--- src/pewp_ram.sv ---
// -----------------------------------------------------------------------------
// pewp_ram
// Generic single-write, single-read RAM with registered read data.
// -----------------------------------------------------------------------------
module pewp_ram #(
  parameter int unsigned Width = 8,
  parameter int unsigned Depth = 16,
  localparam int unsigned AddrW = $clog2(Depth)
) (
  input  logic             clk_i,
  input  logic             we_i,
  input  logic [AddrW-1:0] waddr_i,
  input  logic [Width-1:0] wdata_i,
  input  logic [AddrW-1:0] raddr_i,
  output logic [Width-1:0] rdata_o
);

  logic [Width-1:0] mem_q [Depth];
  logic [Width-1:0] rdata_q;

  always_ff @(posedge clk_i) begin
    if (we_i) begin
      mem_q[waddr_i] <= wdata_i;
    end
    rdata_q <= mem_q[raddr_i];
  end

  assign rdata_o = rdata_q;

endmodule

--- config.mk ---
export PLATFORM = sky130hd
export DESIGN_NAME = pewp_ram
export DESIGN_NICKNAME = d
export VERILOG_FILES = /design/src/pewp_ram.sv
export SDC_FILE = /design/constraint.sdc
export NUM_CORES = 1
export LEC_CHECK = 0
export BUFFER_PORTS_ARGS = -buffer_cell sky130_fd_sc_hd__buf_4
export CAP_MARGIN = 20
export CELL_PAD_IN_SITES_DETAIL_PLACEMENT = 0
export CELL_PAD_IN_SITES_GLOBAL_PLACEMENT = 2
export CORE_ASPECT_RATIO = 2
export CORE_MARGIN = 2
export CORE_UTILIZATION = 25
export CTS_CLUSTER_SIZE = 25
export DETAILED_ROUTE_END_ITERATION = 10
export PLACE_DENSITY_LB_ADDON = 0.12
export SLEW_MARGIN = 20
export SYNTH_ARGS = -nofsm -noshare
export SYNTH_HDL_FRONTEND = slang
export SYNTH_SLANG_ARGS = --single-unit
--- constraint.sdc ---
create_clock -name clk_i -period 2.3 [get_ports clk_i]
set_input_delay 0.345 -clock clk_i [delete_from_list [all_inputs] [get_ports clk_i]]
set_output_delay 0.345 -clock clk_i [all_outputs]
set_load 0.05 [all_outputs]
### Word level (Yosys, flattened, before mapping)

Memories as Yosys holds them, arrays and structs flattened. A register that Yosys moved wholly into a read port is not among the register bits.
Cells that the tools add are included.

| word-level totals | value |
|---|---|
| memories kept | 1 |
| output and inout port bits | 8 |
| memory bits (writable) | 128 |
| flip-flop bits (word level) | 0 |

Memories:

| memory | depth | bits a word | rd ports | clocked after memory_dff | write ports | line | text |
|---|---|---|---|---|---|---|---|
| mem_q | 16 | 8 | 1 | 1 | 1 | 18 | `logic [Width-1:0] mem_q [Depth];` |

| operators by class | value |
|---|---|
| muxes and demuxes | 2 |

Operators by type and width:

| cell | number |
|---|---|
| $mux W1 | 2 |

### Logic depth before layout (Yosys ltp)

Gate-level depths: netlist of run 1.

| logic depth | value |
|---|---|
| word-level depth | 2 |
| gate-level depth with buffers | 5 |
| depth with buffers taken out | 3 |

### Worst setup path after synthesis of run 1

Ideal clock, no wire load.

| path | value |
|---|---|
| path kind | in2reg |
| start | input waddr_i[2] |
| end | memory mem_q[0][0], enable pin |
| data arrival time | 1.455 ns |
| stages | 2 |
| path buffers | 0 |
| slack | 0.462 ns |
| data required time | 1.917 ns |
| cells stage by stage | or3b_2 -> nor3_1 |

RTL lines:

| element | line | text |
|---|---|---|
| start: declaration | 12 | `input logic [AddrW-1:0] waddr_i,` |
| end: declaration | 18 |  |

Straight into the memory's write port.

==> flow_metrics.py, run 1 <==
metrics = {
    "worst_hold_path": {
        "holdPathEnd": "mem_q[4][7]$_DFFE_PP_",
        "whs_path_depth": 1,
        "min-delay-start": "wdata_i[7]",
        "hold_class": "in -> reg",
    },
    "detailed_routing": {
        "vias_per_cell": 4.35,
        "drt_pre_antenna_iters": 4,
        "post-route-drc-count": 0,
        "wl_met1_mm": 4.84,
        "ant_nets": 0,
        "wl_per_cell_um": 21.8,
        "wl_met3_um": 288,
        "drt-initial-drc-count": 171,
        "wl_met2_mm": 6.95,
        "top_layer": "met4",
        "routed_wl_mm": 12.3,
        "num_vias": 2457,
    },
    "clock_network": {
        "cts_root_buf": "clkbuf_16",
        "clock_path_buffers": 2,
        "insertion_delay_ps": 420,
        "htree_num_levels": 4,
        "clock_sinks": 136,
        "postCtsHoldBufs": 0,
        "cts.repair.resized": 0,
        "cts_buffers": 17,
        "cts.clk_slew.worst_paths_ps": 60,
        "cts_tree": "done",
        "cts_setup_buffers": 0,
    },
    "timing": {
        "max_slew_margin": 0.657,
        "tightest_slew_ps": 514,
        "rsz0062_at_grt": "false",
        "final-hold-violation-count": 0,
        "whs_ps": 229,
        "layout_setup_ws_ps": 938,
        "period_share": 0.592,
        "setup_tns_ps": 0,
        "fin_skew_ps": 9.68,
        "fmax_ghz": 0.734,
        "slew_viol_final": 0,
        "setup_viol": 0,
        "min_period_ps": 1360,
    },
    "synth": {
        "synth_area_leader_cell": "edfxtp_1",
        "synth_seq_cells": 136,
        "synthesis.area_mm2": 0.00515,
        "synthMostInstantiatedCell": "edfxtp_1",
        "yosys-top-cells-count": "128 x edfxtp_1, 18 x mux4_2, 16 x a22oi_1, 14 x mux4_1, 13 x nor2_1",
        "yosysTopAreaCellShare": 0.747,
        "synth_edf_count": 128,
        "synthFlopType": "edfxtp_1",
        "yosysWarnings": 0,
        "yosys-top-cells-area": "edfxtp_1 75%, mux4_2 7.9%, mux4_1 7.1%",
        "synth_cell_types": 19,
        "syn_avg_cell_area_um2": 22.5,
        "syn_nets": 247,
        "async_reset_ff_frac": 0,
        "yosysSeqAreaShare": 0.778,
        "postSynthCellCount": 229,
    },
    "grt": {
        "grt_max_degree": 33,
        "grt_pass1_vias": 2682,
        "grt_pass1_wl_mm": 18.3,
        "track_usage": 0.123,
        "antenna_found_initial": 0,
        "grt.overflow.total": 0,
    },
    "finish": {
        "fin_nets": 304,
        "final_layout_size_suffix_gt1_frac": 0.328,
        "fin_util": 0.315,
        "antenna_cells": 0,
        "finalInstanceArea_mm2": 0.00639,
        "n_fill_cell": 1975,
        "area_growth_pct": 24.1,
        "finalNonFillerCells": 565,
    },
    "place": {
        "io_buffer_count": 25,
        "dp_slack_ps": 473,
        "dp_hpwl_mm": 8.41,
        "dp.cells": 533,
        "dpl-instance-area_mm2": 0.00577,
        "gp_congestion": 0.689,
    },
    "worst_setup_path": {
        "crit_fanout": 20,
        "critical_path.max_stage_delay_ps": 580,
        "crit_type": "in -> reg",
        "rrSetupSlack_ps": 990,
        "rr_startpoint": "mem_q[9][3]$_DFFE_PP_",
        "timing.rr.end": "rdata_o[3]$_DFF_P_",
        "crit_family": "multiplexers",
        "path_cells": "buf_4 > buf_12 > mux4_1 > a22oi_1 > nand2_1",
        "worst-path-buf-inv": 2,
        "cp.arrival_ps": 1660,
        "required_ps": 2600,
        "cp-end-kind": "flop",
        "startpoint_type": "input port",
        "ff2ff_path_depth": 3,
        "slowest_stage": "mux4_1",
    },
    "flow_run": {
        "cap_violations": 0,
    },
    "floorplan": {
        "die_h_um": 207,
        "die_area_mm2": 0.0218,
        "rows": 74,
        "ios": 26,
        "coreArea_mm2": 0.0203,
        "start_util": 0.254,
        "die_w_um": 105,
    },
    "status": {
        "status": "finished, final reports clean",
    },
    "pwr": {
        "leakage_nw": 2.15,
        "power.total_mw": 5.98,
        "power_density_mw_per_mm2": 935,
        "ir_drop_uv": 457,
    },
}
cells in the final DEF (no fill, tap or decap), types with 5 or more instances in the layout:
cell type / Yosys / routed
dfxtp_1: 8 / 8
buf_4: 1 / 47
mux4_1: 14 / 14
nor2_1: 13 / 13
a22oi_1: 16 / 16
edfxtp_1: 128 / 128
clkinv_2: 0 / 5
mux4_2: 18 / 18
clkbuf_16: 0 / 17
nand2_1: 9 / 9
final cells by class:
cell class / count / area (µm²) / area share
timing repair buffer: 48 / 373 / 0.0584
clock buffer: 19 / 443 / 0.0693
sequential: 136 / 4000 / 0.627
clock inverter: 13 / 179 / 0.0280
multi-input combinational: 83 / 1060 / 0.165
tap: 266 / 333 / 0.0521
per-layer routing:
metal / track usage / vias to the layer above
met5: 0 / -
met1: 0.132 / 1312
li1: - / 1087
met3: 0.0295 / 15
met2: 0.227 / 43
met4: 0.0557 / 0
power breakdown:
part / switching [mW] / internal (mW) / total (mW) / leakage, nW
Sequential: 0.0189 / 2.77 / 2.79 / 1.22
Clock: 1.01 / 1.84 / 2.85 / 0.306
Combinational: 0.207 / 0.130 / 0.337 / 0.618
state kept, by name, indices dropped and copies added, names as in the netlist:
name	cells
mem_q	128
rdata_o	8
kinds of logic (layout without fill, tap and decap cells):
family	after synthesis	in the layout	synth area share
mux	32	32	0.150
buf+inv	10	80	0.0168
flops	136	136	0.778
compound gates	16	16	0.0233
simple gates	35	35	0.0318
worst max-delay path by stage:
stage / start / end / depth (start not counted) / slack, ps
6_report: raddr_i[0] / rdata_o[3]$_DFF_P_ / 5 / 940
5_1_grt: raddr_i[0] / rdata_o[5]$_DFF_P_ / 5 / 840
4_1_cts: rdata_o[5]$_DFF_P_ / rdata_o[5] / 1 / 890
3_5_place_dp: raddr_i[0] / rdata_o[3]$_DFF_P_ / 5 / 470
3_3_place_gp: raddr_i[0] / rdata_o[5]$_DFF_P_ / 5 / 450
2_1_floorplan: waddr_i[2] / mem_q[0][0]$_DFFE_PP_ / 2 / 460
worst reg2reg max path, stage by stage (launching register included):
cell,delay [ps]
edfxtp_1,350
mux4_1,520
a22oi_1,250
nand2_1,70
No activity file was read; power rests on OpenSTA's default activity.
==> inputs of run 2 (changes only) <==
==> constraint.sdc (replaced) <==
create_clock -name clk_i -period 1.15 [get_ports clk_i]
set_input_delay 0.1725 -clock clk_i [delete_from_list [all_inputs] [get_ports clk_i]]
set_output_delay 0.1725 -clock clk_i [all_outputs]
set_load 0.05 [all_outputs]
==> run 2 against run 1 <==
  * The flow now finishes with violations (setup timing)
  * Hold slack got worse by 160 ps
  * Non-clock buffer count grew 11
  * Sequential power rose by 100%
  * Via count down 2.6%
  * Cell area grew 3.1%
  * Largest cell class unchanged
  * Largest power group is now registers
==> flow_metrics.py, run 2 (synthesized netlist as in run 1, its figures left out) <==
metrics = {
    "clock_network": {
        "cts_tree": "done",
        "postCtsHoldBufs": 0,
        "htree_num_levels": 4,
        "clock_sinks": 136,
        "cts_root_buf": "clkbuf_16",
        "clock_path_buffers": 2,
        "cts_buffers": 17,
        "cts_setup_buffers": 0,
        "insertion_delay_ps": 410,
        "cts.clk_slew.worst_paths_ps": 60,
    },
    "worst_hold_path": {
        "whs_path_depth": 1,
        "min-delay-start": "wdata_i[5]",
        "holdPathEnd": "mem_q[6][5]$_DFFE_PP_",
        "hold_class": "in -> reg",
    },
    "finish": {
        "antenna_cells": 0,
        "final_layout_size_suffix_gt1_frac": 0.448,
        "mostFrequentLayoutCell": "edfxtp_1",
        "top_register": "mem_q",
        "area_growth_pct": 27.9,
        "largest_register_ffs": 128,
        "most-common-layout-cells": "128 x edfxtp_1, 43 x buf_4, 32 x mux4_2",
        "fin_nets": 315,
    },
    "worst_setup_path": {
        "crit_fanout": 1,
        "ff2ff_path_depth": 3,
        "startpoint_type": "flop",
        "cp.arrival_ps": 1550,
        "rrSetupSlack_ps": -110,
        "crit_type": "reg -> reg",
        "rr_startpoint": "mem_q[2][4]$_DFFE_PP_",
        "required_ps": 1450,
        "cp-end-kind": "flop",
        "timing.rr.end": "rdata_o[4]$_DFF_P_",
    },
    "detailed_routing": {
        "post-route-drc-count": 0,
        "drt_pre_antenna_iters": 4,
        "top_layer": "met4",
        "num_vias": 2393,
        "drt-initial-drc-count": 92,
        "wl_met2_mm": 7.17,
        "vias_per_cell": 4.15,
        "ant_nets": 0,
        "wl_met1_mm": 4.09,
        "wl_per_cell_um": 20.3,
        "routed_wl_mm": 11.7,
        "wl_met3_um": 220,
    },
    "grt": {
        "track_usage": 0.118,
        "grt_pass1_vias": 2735,
        "grt_max_degree": 20,
        "antenna_found_initial": 0,
        "grt_pass1_wl_mm": 17.5,
        "grt.overflow.total": 0,
    },
    "floorplan": {
        "rows": 74,
        "die_area_mm2": 0.0218,
        "start_util": 0.254,
        "ios": 26,
        "die_h_um": 207,
        "die_w_um": 105,
        "coreArea_mm2": 0.0203,
    },
    "timing": {
        "layout_setup_ws_ps": -105,
        "fmax_ghz": 0.797,
        "final-hold-violation-count": 0,
        "period_share": 1.09,
        "fin_skew_ps": 5.38,
        "slew_viol_final": 0,
        "max_slew_margin": 0.467,
        "rsz0062_at_grt": "true",
        "setup_viol": 8,
        "tightest_slew_ps": 796,
        "min_period_ps": 1260,
    },
    "pwr": {
        "power.total_mw": 11.3,
        "leakage_nw": 2.15,
        "power_density_mw_per_mm2": 1720,
        "ir_drop_uv": 685,
    },
    "place": {
        "io_buffer_count": 25,
        "dp_hpwl_mm": 8.36,
        "gp_congestion": 0.697,
        "dp_slack_ps": -448,
    },
    "status": {
        "status": "finished with violations",
        "violations": "setup timing",
    },
    "flow_run": {
        "cap_violations": 0,
    },
}
==> run 2: how the worst max path moves through the flow <==
stage,from,endpoint,slack [ps],cells after the start
floorplan,waddr_i[2],mem_q[0][0]$_DFFE_PP_,-160,2
global placement,raddr_i[0],rdata_o[4]$_DFF_P_,-450,5
detailed placement,raddr_i[0],rdata_o[4]$_DFF_P_,-450,5
CTS,mem_q[2][4]$_DFFE_PP_,rdata_o[4]$_DFF_P_,-120,3
global route,mem_q[3][4]$_DFFE_PP_,rdata_o[4]$_DFF_P_,-170,3
finish,mem_q[2][4]$_DFFE_PP_,rdata_o[4]$_DFF_P_,-110,3
==> run 2: cell type report <==
| class | instances | area (µm²) |
|---|---|---|
| fillers | 1948 | 13700 |
| well taps | 266 | 333 |
| repair buffers | 59 | 608 |
| flip-flops and latches | 136 | 4010 |
| clock buffers | 19 | 433 |
| clock inverters | 13 | 106 |
| multi-input cells | 83 | 1100 |
==> run 2: timing repair <==
| action | in CTS | in global routing |
|---|---|---|
| endpoints found under the hold margin | 0 | 0 |
| pin swaps | 3 | 3 |
| gates resized for setup | 11 | 3 |
| endpoints found under the setup margin | 11 | 9 |
==> run 2: worst max-delay path, stage by stage, from the launching register on <==
cell and delay (ps):
edfxtp_1 370, mux4_2 470, a22oi_2 230, nand2_1 70
==> run 2: report_power, final <==
part	internal, mW	leakage, nW	switching, mW
combinational	0.346	0.669	0.446
clock	2.94	0.255	1.99
sequential	5.54	1.22	0.0355
total	8.83	2.15	2.47
==> run 2: metrics by stage <==
step                utilization  hold slack (ps)  setup TNS, ps  std cells  cell area (µm²)
global route              0.325             75.1          -1070        576             6580
floorplan                     -              271          -2180        229             5180
CTS                       0.324             48.9           -771        576             6580
global placement          0.295              483         -26190        544             5990
finish                    0.325             68.6           -581        576             6580
detailed placement        0.295              493         -25920        544             5990
==> run 2: metal layers <==
metal,global-route usage,up-vias
li1,-,1094
met1,0.112,1254
met2,0.234,34
met3,0.0283,11
met4,0.0500,0
met5,0,-
==> inputs of run 3 (changes only) <==
--- a/config.mk
+++ b/config.mk
@@ -5,6 +5,7 @@
 export SDC_FILE = /design/constraint.sdc
 export NUM_CORES = 1
 export LEC_CHECK = 0
+export ABC_AREA = 1
 export BUFFER_PORTS_ARGS = -buffer_cell sky130_fd_sc_hd__buf_4
 export CAP_MARGIN = 20
 export CELL_PAD_IN_SITES_DETAIL_PLACEMENT = 0
==> run 3 against run 2 <==
  * The run now ends clean
  * Sequential power barely moved
  * Hold slack improved by 18 ps
  * Critical endpoint is now rdata_o[6]
  * Total power rose by 7.6%
  * Clock power increased by 14%
  * Critical path type is now reg -> out
  * Largest cell class unchanged
  * Critical path depth decreased by 2
  * Setup slack gained 140 ps
  * Highest routed layer unchanged
  * Synthesized cell count grew 140%
  * Sequential cell count unchanged
  * Die area increased by 12%
  * Cell area increased by 10%
  * Global-route usage rose by 2.9 points
  * Clock skew rose by 0.54 ps
==> flow_metrics.py, run 3 <==
metrics = {
    "status": {
        "status": "finished, final reports clean",
    },
    "worst_hold_path": {
        "hold_class": "in -> reg",
        "whs_path_depth": 1,
    },
    "floorplan": {
        "die_h_um": 219,
        "die_w_um": 111,
        "die_area_mm2": 0.0244,
        "rows": 78,
        "coreArea_mm2": 0.0226,
        "start_util": 0.255,
        "ios": 26,
    },
    "pwr": {
        "power_frac_clock": 0.462,
        "comb_power_share": 0.080,
        "power.total_mw": 12.2,
        "power.share.sequential": 0.459,
        "netSwitchingFraction": 0.231,
        "power_density_mw_per_mm2": 1680,
        "internal-power_mw": 9.36,
        "ir_drop_uv": 850,
        "p_switching_mw": 2.81,
        "leakage_nw": 3.10,
    },
    "worst_setup_path": {
        "path_cells": "buf_8",
        "crit_type": "reg -> out",
        "cp-end-kind": "output pin",
        "startpoint_type": "flop",
        "crit_fanout": 1,
        "worst-path-buf-inv": 1,
        "crit_family": "flip-flops",
        "critical_path.max_stage_delay_ps": 370,
        "ff2ff_path_depth": 6,
        "slowest_stage": "dfxtp_4",
        "cp.arrival_ps": 940,
        "crit_cells": 1,
        "required_ps": 980,
    },
    "finish": {
        "finalInstanceArea_mm2": 0.00725,
        "most-common-layout-cells": "173 x nand2_1, 128 x edfxtp_1, 100 x inv_1",
        "area_growth_pct": 25.7,
        "fin_nets": 630,
        "fin_util": 0.320,
        "antenna_cells": 0,
        "largest_register_ffs": 128,
        "top_register": "mem_q",
        "mostFrequentLayoutCell": "nand2_1",
        "final_layout_size_suffix_gt1_frac": 0.165,
        "finalNonFillerCells": 905,
    },
    "clock_network": {
        "insertion_delay_ps": 430,
        "clock_sinks": 136,
        "cts_root_buf": "clkbuf_16",
        "htree_num_levels": 4,
        "cts_buffers": 17,
        "cts.clk_slew.worst_paths_ps": 60,
        "cts_tree": "done",
        "clock_path_buffers": 2,
    },
    "synth": {
        "synthFlopType": "edfxtp_1",
        "synthesis.area_mm2": 0.00577,
        "yosys-top-cells-count": "173 x nand2_1, 128 x edfxtp_1, 100 x inv_1, 97 x nand3_1, 17 x nor2_1",
        "yosysTopAreaCellShare": 0.667,
        "yosysWarnings": 0,
        "syn_avg_cell_area_um2": 10.5,
        "synth_seq_cells": 136,
        "synth_edf_count": 128,
        "yosys-top-cells-area": "edfxtp_1 67%, nand2_1 11%, nand3_1 8.4%",
        "syn_nets": 569,
        "synth_cell_types": 12,
        "synthMostInstantiatedCell": "nand2_1",
        "synth_area_leader_cell": "edfxtp_1",
        "yosysSeqAreaShare": 0.694,
        "async_reset_ff_frac": 0,
        "postSynthCellCount": 551,
    },
    "detailed_routing": {
        "wl_per_cell_um": 18.3,
        "drt-initial-drc-count": 172,
        "drt_pre_antenna_iters": 7,
        "top_layer": "met4",
        "wl_met3_um": 404,
        "post-route-drc-count": 0,
        "wl_met2_mm": 9.29,
        "num_vias": 3847,
        "vias_per_cell": 4.25,
        "wl_met1_mm": 6.39,
        "ant_nets": 0,
        "routed_wl_mm": 16.6,
    },
    "grt": {
        "grt_pass1_wl_mm": 25.3,
        "grt_pass1_vias": 4145,
        "grt.overflow.total": 0,
        "antenna_found_initial": 0,
        "grt_max_degree": 29,
        "track_usage": 0.147,
    },
    "timing": {
        "final-hold-violation-count": 0,
        "slew_viol_final": 0,
        "tightest_slew_ps": 215,
        "min_period_ps": 1110,
        "max_slew_margin": 0.856,
        "period_share": 0.968,
        "fin_skew_ps": 5.92,
        "whs_ps": 86.7,
        "fmax_ghz": 0.898,
        "setup_viol": 0,
        "rsz0062_at_grt": "false",
    },
    "place": {
        "dp_hpwl_mm": 11.3,
        "dpl-instance-area_mm2": 0.00661,
        "dp.cells": 873,
        "gp_congestion": 0.748,
        "io_buffer_count": 25,
    },
    "flow_run": {
        "cap_violations": 0,
    },
}
run 3: metrics by stage:
step / setup WS [ps] / TNS [ps]
after floorplan: 26.7 / 0
after global placement: -85.9 / -5900
after detailed placement: -72.8 / -4470
after CTS: 3.93 / 0
after global routing: 9.99 / 0
final: 37.0 / 0
run 3: metal layers:
metal | global-route usage | up-vias
li1 | - | 1892
met1 | 0.151 | 1865
met2 | 0.280 | 68
met3 | 0.0307 | 22
met4 | 0.0695 | 0
met5 | 0 | -
run 3: repair_timing:
action / 4_1_cts / 5_1_grt
endpoints found under the setup margin: 4 / 1
hold buffers: 0 / 0
gates resized for setup: 9 / 1
pin swaps: 0 / 0
buffers inserted: 0 / 0
run 3: cell type report:
| cell class | instances | area, µm² |
|---|---|---|
| well taps | 280 | 350 |
| repair buffers | 66 | 681 |
| fillers | 2386 | 15400 |
| flip-flops and latches | 136 | 4010 |
| multi-input cells | 289 | 1210 |
| inverters | 102 | 383 |
| clock buffers | 18 | 439 |
| clock inverters | 14 | 173 |
run 3: cells by family (layout without fill, tap and decap cells):
group | after synthesis | after routing | share of synthesized area
flip-flops | 136 | 136 | 0.694
buffers and inverters | 126 | 200 | 0.0952
AND/OR/NAND/NOR | 289 | 289 | 0.210
run 3: power groups by stage:
stage | Clock [mW] | Combinational [mW] | Sequential, mW
2_1_floorplan | 0 | 0.391 | 5.78
3_5_place_dp | 0 | 0.991 | 5.68
4_1_cts | 5.80 | 1.01 | 5.58
6_report | 5.62 | 0.969 | 5.58
5_1_grt | 5.96 | 1.08 | 5.59
3_3_place_gp | 0 | 0.995 | 5.68
run 3: worst paths after layout:
path / startpoint / end / slack [ps]
min reg2reg: mem_q[2][0]$_DFFE_PP_ / rdata_o[0]$_DFF_P_ / 670
min: wdata_i[6] / mem_q[6][6]$_DFFE_PP_ / 90
max: rdata_o[6]$_DFF_P_ / rdata_o[6] / 40
max reg2reg: mem_q[4][2]$_DFFE_PP_ / rdata_o[2]$_DFF_P_ / 150
